[config.mk]
export PLATFORM = sky130hd
export DESIGN_NAME = rlh_ctrl
export DESIGN_NICKNAME = d
export VERILOG_FILES = /design/src/rtl/core/rlh_pkg.sv /design/src/rtl/core/rlh_ctrl.sv
export SDC_FILE = /design/constraint.sdc
export NUM_CORES = 1
export LEC_CHECK = 0
export BUFFER_PORTS_ARGS = -buffer_cell sky130_fd_sc_hd__buf_2
export CORE_MARGIN = 3
export CORE_UTILIZATION = 30
export DETAILED_ROUTE_END_ITERATION = 10
export PLACE_DENSITY_LB_ADDON = 0.2
export SLEW_MARGIN = 25
export SYNTH_ARGS = -nofsm -noshare
export SYNTH_HDL_FRONTEND = slang
export SYNTH_SLANG_ARGS = --single-unit
[constraint.sdc]
create_clock -name clk -period 19.8 [get_ports clk]
set_input_delay 0.99 -clock clk [delete_from_list [all_inputs] [get_ports clk]]
set_output_delay 0.99 -clock clk [all_outputs]
set_load 0.005 [all_outputs]
[src/rtl/core/rlh_pkg.sv]
// ----------------------------------------------------------------------------
// rlh_pkg
// Shared constants, codes and types for the RGB / luma histogram unit.
// ----------------------------------------------------------------------------
`default_nettype none

package rlh_pkg;

  localparam int COUNT_BITS_DEF = 24;
  localparam int OUT_BITS       = 24;
  localparam int BIN_BITS       = 8;
  localparam int BIN_COUNT      = 1 << BIN_BITS;
  localparam int NUM_MEMS       = 4;

  localparam logic [BIN_BITS-1:0] BIN_LAST = BIN_BITS'(BIN_COUNT - 1);

  // Store index of each histogram
  localparam int MEM_RED   = 0;
  localparam int MEM_GREEN = 1;
  localparam int MEM_BLUE  = 2;
  localparam int MEM_LUMA  = 3;

  // Request modes
  localparam logic [1:0] MODE_ADD   = 2'd0;
  localparam logic [1:0] MODE_READ  = 2'd1;
  localparam logic [1:0] MODE_CLEAR = 2'd2;

  typedef logic [BIN_BITS-1:0] bin_addr_t;

  typedef struct packed {
    logic      we;
    bin_addr_t waddr;
    bin_addr_t raddr;
  } mem_cmd_t;

  // Counts leave the block masked to the output width
  function automatic logic [OUT_BITS-1:0] to_out(input logic [31:0] v);
    return v[OUT_BITS-1:0];
  endfunction

endpackage

`default_nettype wire

[src/rtl/core/rlh_ctrl.sv]
// ----------------------------------------------------------------------------
// rlh_ctrl
// Sequencer and datapath: fetch, saturating increment, write back, peak
// tracking, clear sweep and result lookup.
// ----------------------------------------------------------------------------
`default_nettype none

module rlh_ctrl #(
  parameter int COUNT_BITS = rlh_pkg::COUNT_BITS_DEF
) (
  input  wire logic                                           clk,
  input  wire logic                                           rst,
  input  wire logic                                           start,
  output logic                                                busy,
  input  wire logic [1:0]                                     mode,
  input  wire logic [7:0]                                     red,
  input  wire logic [7:0]                                     green,
  input  wire logic [7:0]                                     blue,
  input  wire logic [7:0]                                     bin_index,
  input  wire logic                                           color_format,
  output rlh_pkg::mem_cmd_t [rlh_pkg::NUM_MEMS-1:0]           cmd,
  output logic [rlh_pkg::NUM_MEMS-1:0][COUNT_BITS-1:0]        wdata,
  input  wire logic [rlh_pkg::NUM_MEMS-1:0][COUNT_BITS-1:0]   rdata,
  output logic                                                done,
  output logic [rlh_pkg::OUT_BITS-1:0]                        red_count,
  output logic [rlh_pkg::OUT_BITS-1:0]                        green_count,
  output logic [rlh_pkg::OUT_BITS-1:0]                        blue_count,
  output logic [rlh_pkg::OUT_BITS-1:0]                        luma_count,
  output logic [rlh_pkg::OUT_BITS-1:0]                        max_rgb_count,
  output logic [rlh_pkg::OUT_BITS-1:0]                        max_luma_count
);
  import rlh_pkg::*;

  typedef enum logic [2:0] {
    S_IDLE,
    S_CLEAR,
    S_FETCH,
    S_UPDATE,
    S_LOOKUP,
    S_REPORT
  } state_t;

  typedef logic [COUNT_BITS-1:0] count_t;

  state_t                          state;
  bin_addr_t                       sweep_addr;
  logic                            clr_item;
  bin_addr_t [NUM_MEMS-1:0]        add_addr;
  bin_addr_t                       idx;
  logic                            fmt;
  count_t                          rgb_peak;
  count_t                          luma_peak;

  logic [12:0]                     y_sum;
  count_t [NUM_MEMS-1:0]           inc;
  count_t                          max_rg;
  count_t                          max_bp;
  count_t                          rgb_peak_next;
  count_t                          luma_peak_next;

  assign busy = (state != S_IDLE);

  // Luma bin: (11 r + 16 g + 5 b) / 32
  assign y_sum = 13'(red) * 13'd11 + 13'(green) * 13'd16 + 13'(blue) * 13'd5;

  always_comb begin
    for (int m = 0; m < NUM_MEMS; m++) begin
      inc[m] = (rdata[m] == '1) ? rdata[m] : rdata[m] + COUNT_BITS'(1);
    end
    max_rg         = (inc[MEM_RED] > inc[MEM_GREEN]) ? inc[MEM_RED] : inc[MEM_GREEN];
    max_bp         = (inc[MEM_BLUE] > rgb_peak) ? inc[MEM_BLUE] : rgb_peak;
    rgb_peak_next  = (max_rg > max_bp) ? max_rg : max_bp;
    luma_peak_next = (inc[MEM_LUMA] > luma_peak) ? inc[MEM_LUMA] : luma_peak;
  end

  always_comb begin
    for (int m = 0; m < NUM_MEMS; m++) begin
      cmd[m].waddr = (state == S_CLEAR) ? sweep_addr : add_addr[m];
      cmd[m].raddr = (state == S_FETCH) ? add_addr[m] : idx;
      wdata[m]     = (state == S_CLEAR) ? '0 : inc[m];
      if (state == S_CLEAR) begin
        cmd[m].we = 1'b1;
      end else if (state == S_UPDATE) begin
        cmd[m].we = fmt ? (m != MEM_LUMA) : (m == MEM_LUMA);
      end else begin
        cmd[m].we = 1'b0;
      end
    end
  end

  always_ff @(posedge clk) begin
    if (rst) begin
      state      <= S_CLEAR;
      sweep_addr <= '0;
      clr_item   <= 1'b0;
      rgb_peak   <= COUNT_BITS'(1);
      luma_peak  <= COUNT_BITS'(1);
      done       <= 1'b0;
    end else begin
      done <= 1'b0;
      unique case (state)
        S_IDLE: begin
          if (start) begin
            add_addr[MEM_RED]   <= red;
            add_addr[MEM_GREEN] <= green;
            add_addr[MEM_BLUE]  <= blue;
            add_addr[MEM_LUMA]  <= y_sum[12:5];
            idx                 <= bin_index;
            fmt                 <= color_format;
            priority if (mode == MODE_ADD) begin
              state <= S_FETCH;
            end else if (mode == MODE_CLEAR) begin
              state      <= S_CLEAR;
              sweep_addr <= '0;
              clr_item   <= 1'b1;
              rgb_peak   <= COUNT_BITS'(1);
              luma_peak  <= COUNT_BITS'(1);
            end else begin
              // read and the unused code both just look up the bin
              state <= S_LOOKUP;
            end
          end
        end
        S_CLEAR: begin
          sweep_addr <= sweep_addr + 1'b1;
          if (sweep_addr == BIN_LAST) begin
            state    <= clr_item ? S_LOOKUP : S_IDLE;
            clr_item <= 1'b0;
          end
        end
        S_FETCH: begin
          state <= S_UPDATE;
        end
        S_UPDATE: begin
          if (fmt) begin
            rgb_peak <= rgb_peak_next;
          end else begin
            luma_peak <= luma_peak_next;
          end
          state <= S_LOOKUP;
        end
        S_LOOKUP: begin
          state <= S_REPORT;
        end
        S_REPORT: begin
          red_count      <= to_out(32'(rdata[MEM_RED]));
          green_count    <= to_out(32'(rdata[MEM_GREEN]));
          blue_count     <= to_out(32'(rdata[MEM_BLUE]));
          luma_count     <= to_out(32'(rdata[MEM_LUMA]));
          max_rgb_count  <= to_out(32'(rgb_peak));
          max_luma_count <= to_out(32'(luma_peak));
          done           <= 1'b1;
          state          <= S_IDLE;
        end
        default: begin
          state <= S_IDLE;
        end
      endcase
    end
  end

endmodule

`default_nettype wire

### After elaboration in Yosys (flattened, before gate mapping)

Index checks and enable logic that the tools add are counted.
Widths: inputs -> output; s select.

* $add $sub $neg: 7
* $mul: 2
* $lt $le $gt $ge: 4
* eq/ne operators: 18
* mux-type cells: 49
* bitwise gates (word level): 1
* reductions and logical operators: 12

Operator list (number)
* $mux 24: 17
* $add 24x1->24 const B: 4
* $eq 24x24->1 const B: 4
* $gt 24x24->1: 4
* $pmux 24 s2: 2
* $mux 8: 11
* $pmux 8 s2: 1
* $mux 3: 5
* $pmux 3 s5: 1
* $add 12x12->13: 1
* $add 13x11->13: 1
* $mul 8x4->12 const B: 1
* $ne 2x2->1 const B: 6
* $mul 8x3->11 const B: 1
* $mux 1: 11
* $reduce_and 5->1: 2
* $add 8x1->8 const B: 1
* $eq 8x8->1 const B: 1
* $eq 3x2->1 const B: 2
* $eq 3x3->1 const B: 2
* $reduce_and 6->1: 1
* $reduce_and 2->1: 2
* $reduce_and 4->1: 1
* $reduce_bool 2->1: 2
* 9 further kinds: 9

* bits in registers: 246
* bits of input ports: 134
* logic and storage cells: 111

### Logic depth before layout (Yosys ltp)

* depth after elaboration: 8
* gate-level depth with buffers: 29
* mapped depth without buffers: 25

### Worst setup path after synthesis

OpenSTA, ideal clock, no wires.

* path type: input port to flip-flop
* from: in rst
* to: reg blue_count[0] (netlist name) (enable)
* data arrival time: 15024 ps
* required time: 18797 ps
* setup slack: 3773 ps
* stages on the path: 3
* buffers on the path: 2
* path through: clkbuf_1 clkbuf_1 nor4bb_1

* word-level cells in the longest chain between the ends: 2

RTL lines
* start: declaration: line rlh_ctrl.sv:12 `input wire logic rst,`
* $not 1->1 (no source line)
* $reduce_and 2->1 (no source line)
* end signal: assignment: line rlh_ctrl.sv:148 `blue_count <= to_out(32'(rdata[MEM_BLUE]));`
* end: declaration: line rlh_ctrl.sv:27 `output logic [rlh_pkg::OUT_BITS-1:0] blue_count,`

Every way passes these cells.
A chain may end at the register's enable or synchronous reset.

### Final worst setup path

* from: in rdata[69] (netlist name)
* to: reg rgb_peak[23]

* word-level cells in the longest chain between the ends: 8
* elaborated cells on any way between the ends: 9
* classes of those cells: add/sub (1); order compare (2); eq/ne (1); mux (5)

RTL lines
* start: declaration: line rlh_ctrl.sv:23 `input wire logic [rlh_pkg::NUM_MEMS-1:0][COUNT_BITS-1:0] rdata,`
* $add 24x1->24 / $eq 24x24->1 (equally long branches): line rlh_ctrl.sv:68 `inc[m] = (rdata[m] == '1) ? rdata[m] : rdata[m] + COUNT_BITS'(1);`
* $mux 24 *: line rlh_ctrl.sv:68
* $gt 24x24->1: line rlh_ctrl.sv:71 `max_bp = (inc[MEM_BLUE] > rgb_peak) ? inc[MEM_BLUE] : rgb_peak;`
* $mux 24 *: line rlh_ctrl.sv:71
* $gt 24x24->1: line rlh_ctrl.sv:72 `rgb_peak_next = (max_rg > max_bp) ? max_rg : max_bp;`
* $mux 24 *: line rlh_ctrl.sv:72
* $mux 24 *: line rlh_ctrl.sv:135 `if (fmt) begin`
* $pmux 24 s2 *: line rlh_ctrl.sv:101 `unique case (state)`
* end signal: assignment: line rlh_ctrl.sv:136 `rgb_peak <= rgb_peak_next;`
* end: declaration: line rlh_ctrl.sv:51 `count_t rgb_peak;`

Mark *: on every way between the ends. The rest lies on a longest branch, timed or not. The select of a mux whose other input is x is not followed.

==> flow_summary.json <==
{
  "clock.fmax_mhz": 144,
  "core_mm2": 0.0506,
  "vdd_drop_max_v": 0.0000636,
  "worstSkewPairLatency_ns": 0.60,
  "seqPwrFrac_pct": 38.9,
  "ys_top_cells_by_area": "edfxtp_1 (36%), ha_1 (11%), dfxtp_1 (7.9%)",
  "grt_pass1_wl_mm": 76.3,
  "diodes": 0,
  "cts_sinks": 246,
  "fin_tns_setup_ns": 0,
  "outcome": "completed",
  "finalSetupViolCount": 0,
  "post_cts_buffers": 0,
  "grt_pass1_vias": 12800,
  "nets": 2266,
  "drcViolationCount": 0,
  "numCtsBuffers": 30,
  "antenna_found_initial": 1,
  "drv_cap": 0,
  "die_w_um": 233,
  "design_area_mm2": 0.0196,
  "p_comb_share_pct": 18.1,
  "drive_above_1_share_pct": 27.6,
  "crit_type": "input pin to register",
  "hold_path.class": "register to register",
  "hp-start": "rgb_peak[7]",
  "yosysSeqAreaShare_pct": 43.8,
  "hold_depth": 0,
  "hold_ws_ns": 0.435,
  "rsz0062_at_grt": "false",
  "viasPerCell": 4.87,
  "gp_congestion": 0.877,
  "critical_path.endpoint_type": "register",
  "path_max_fanout": 19,
  "die_h_um": 233,
  "dp_hpwl_mm": 40.4,
  "start_util_pct": 30.6,
  "area_delta_synth_final_pct": 26.6,
  "slew_headroom_pct": 37.4,
  "vias": 13000,
  "slew_viol_final": 0,
  "synth_area_per_cell_um2": 10.0,
  "drtIter0Drc": 782,
  "setup_ws_ns": 12.87,
  "grt_max_degree": 140,
  "cts_tree": "yes",
  "cts_hold_buf": 0,
  "hold_viol": 0,
  "synth_warnings": 0,
  "placed_area_mm2": 0.0184,
  "synth_edf_count": 185,
  "yosys.area.top_type_share_pct": 35.9,
  "holdPathEnd": "max_rgb_count[7]",
  "p_per_area_mw_per_mm2": 73.7,
  "h-tree-depth": 1,
  "swShare_pct": 27.2,
  "synth_nets": 1834,
  "ys_ff_latch": 246,
  "async_flop_share_pct": 0,
  "ios": 444,
  "num_rows": 82,
  "antenna_left": 0,
  "worst_pin_slew_ns": 0.939,
  "ys_types": 67,
  "clockPowerShare_pct": 43.1,
  "dp_cells": 2615,
  "overflow": 0,
  "fin_crit_ns": 6.93,
  "port_buffers": 443,
  "ff2ff_path_depth": 17,
  "syn_area_mm2": 0.0155,
  "finalNonFillerCells": 2671,
  "intPower_mw": 1.05,
  "required_ns": 20.31,
  "dr.pass1.iters": 5,
  "clockBufferDepth": 3,
  "routedWlPerCell_um": 19.1,
  "totalWireLength_mm": 50.9,
  "leakage_nw": 8.76,
  "period_share_pct": 35.0,
  "worstSetupStartpoint": "rdata[69]",
  "pre_cts_ws_ns": 12.33,
  "root_buffer": "clkbuf_16",
  "die-area_mm2": 0.0543,
  "startpoint_type": "input pin",
  "worst_clock_skew_ns": 0.0262,
  "synthCells": 1543,
  "synthFlopType": "edfxtp_1",
  "synth_area_leader_cell": "edfxtp_1",
  "reg2reg_slack_ns": 14.74,
  "rr_endpoint": "rgb_peak[23]",
  "rr_startpoint": "rgb_peak[19]",
  "grt.total_usage_pct": 18.0,
  "path_clk_slew_ns": 0.06,
  "cts_resized": 0,
  "arrival_ns": 7.44,
  "p_sw_mw": 0.393
}
==> cells by family after synthesis <==
family | count (synthesis) | share of synthesized area, %
DFF | 246 | 43.8
xor gates and xnor gates | 87 | 5.34
AOI/OAI and AO/OA | 215 | 9.43
adders and majority gates | 157 | 13.9
and+or+nand+nor | 609 | 19.7
muxes | 51 | 3.35
buffers and inverters | 178 | 4.46
==> power groups by stage <==
stage / Clock (mW) / Sequential, mW / Combinational (mW)
floorplan: 0 / 0.572 / 0.175
global placement: 0 / 0.572 / 0.256
detailed placement: 0 / 0.572 / 0.261
CTS: 0.644 / 0.561 / 0.263
global route: 0.660 / 0.560 / 0.299
finish: 0.622 / 0.561 / 0.261
==> layout make-up <==
class	instances	area, um^2
Multi-Input combinational cell	1119	8050
Fill cell	5038	31000
Sequential cell	246	6780
Inverter	124	465
Clock inverter	18	278
Tap cell	672	841
Timing Repair Buffer	454	2310
Clock buffer	38	852
==> stage by stage <==
step / total power, mW / util [%]
after floorplan: 0.747 / -
after CTS: 1.47 / 38.7
after detailed placement: 0.832 / 36.5
after global placement: 0.828 / 36.5
after global routing: 1.52 / 38.7
final: 1.44 / 38.7
==> per-layer routing <==
layer / global-route usage (%) / routed length, um / vias up / share of wire [%]
met5: 0 / 0 / - / 0
met4: 4.00 / 1070 / 0 / 2.1
met3: 3.42 / 3300 / 62 / 6.5
met2: 28.4 / 22900 / 413 / 45
met1: 25.5 / 23700 / 6203 / 46
li1: - / - / 6338 / -
==> worst max-delay path, cell delays in order <==
cell,delay [ns]
buf_2,0.14
nand4_1,0.16
nor4_2,0.48
nand2_2,0.20
and4_1,0.31
and3_1,0.21
xnor2_1,0.39
inv_1,0.09
ha_1,0.32
nand4_1,0.15
nor4_1,0.59
a21oi_1,0.14
nand2_1,0.13
o21ai_2,0.08
inv_1,0.43
mux2_2,0.45
ha_1,0.31
nand4_1,0.12
or4_1,0.54
nor4_1,0.17
a31oi_1,0.11
or2_2,0.49
or3_1,0.36
o211ai_1,0.08
==> synthesized netlist by cell type (20+ instances only) <==
library cell    n
a21o_1         49
a21oi_1        62
and2_1         48
clkbuf_1       39
dfxtp_1        61
edfxtp_1      185
fa_1           25
ha_1          132
inv_1         124
mux2i_1        45
nand2_1       175
nand2b_1       28
nand3_1        52
nand4_1        49
nor2_1        143
nor2b_1        20
nor3_1         22
o21ai_0        28
xnor2_1        40
xor2_1         40
==> worst max-delay path by stage <==
| stage | end |
|---|---|
| final | rgb_peak[23] |
| after global routing | rgb_peak[23] |
| after CTS | rgb_peak[23] |
| after detailed placement | rgb_peak[23] |
| after floorplan | blue_count[0] |
| after global placement | rgb_peak[23] |
==> state kept, by name, summed over array words and instances (netlist names), 3 cells and up <==
| name | count |
|---|---|
| red_count | 24 |
| luma_count | 24 |
| rgb_peak | 24 |
| sweep_addr | 8 |
| max_luma_count | 24 |
| luma_peak | 24 |
| idx | 8 |
| add_addr | 32 |
| blue_count | 24 |
| green_count | 24 |
| max_rgb_count | 24 |
| state | 3 |
==> cells in the final DEF, fill, tap and decap left out, drive strengths merged, types with 17 or more instances in the layout <==
| cell type | synthesis | routed |
|---|---|---|
| edfxtp | 185 | 185 |
| nor2 | 143 | 143 |
| inv | 124 | 125 |
| mux2i | 45 | 45 |
| and2 | 50 | 50 |
| buf | 15 | 454 |
| o21ai | 30 | 30 |
| nand2 | 177 | 177 |
| and3 | 17 | 17 |
| dfxtp | 61 | 61 |
| clkbuf | 39 | 38 |
| a21o | 49 | 49 |
| fa | 25 | 25 |
| a21oi | 63 | 63 |
| xnor2 | 44 | 44 |
| nand4 | 50 | 50 |
| nor3 | 24 | 24 |
| nand2b | 28 | 28 |
| nand3 | 54 | 54 |
| xor2 | 43 | 43 |
| ha | 132 | 132 |
| nor2b | 20 | 20 |
Power figures use the tool's default switching activity.
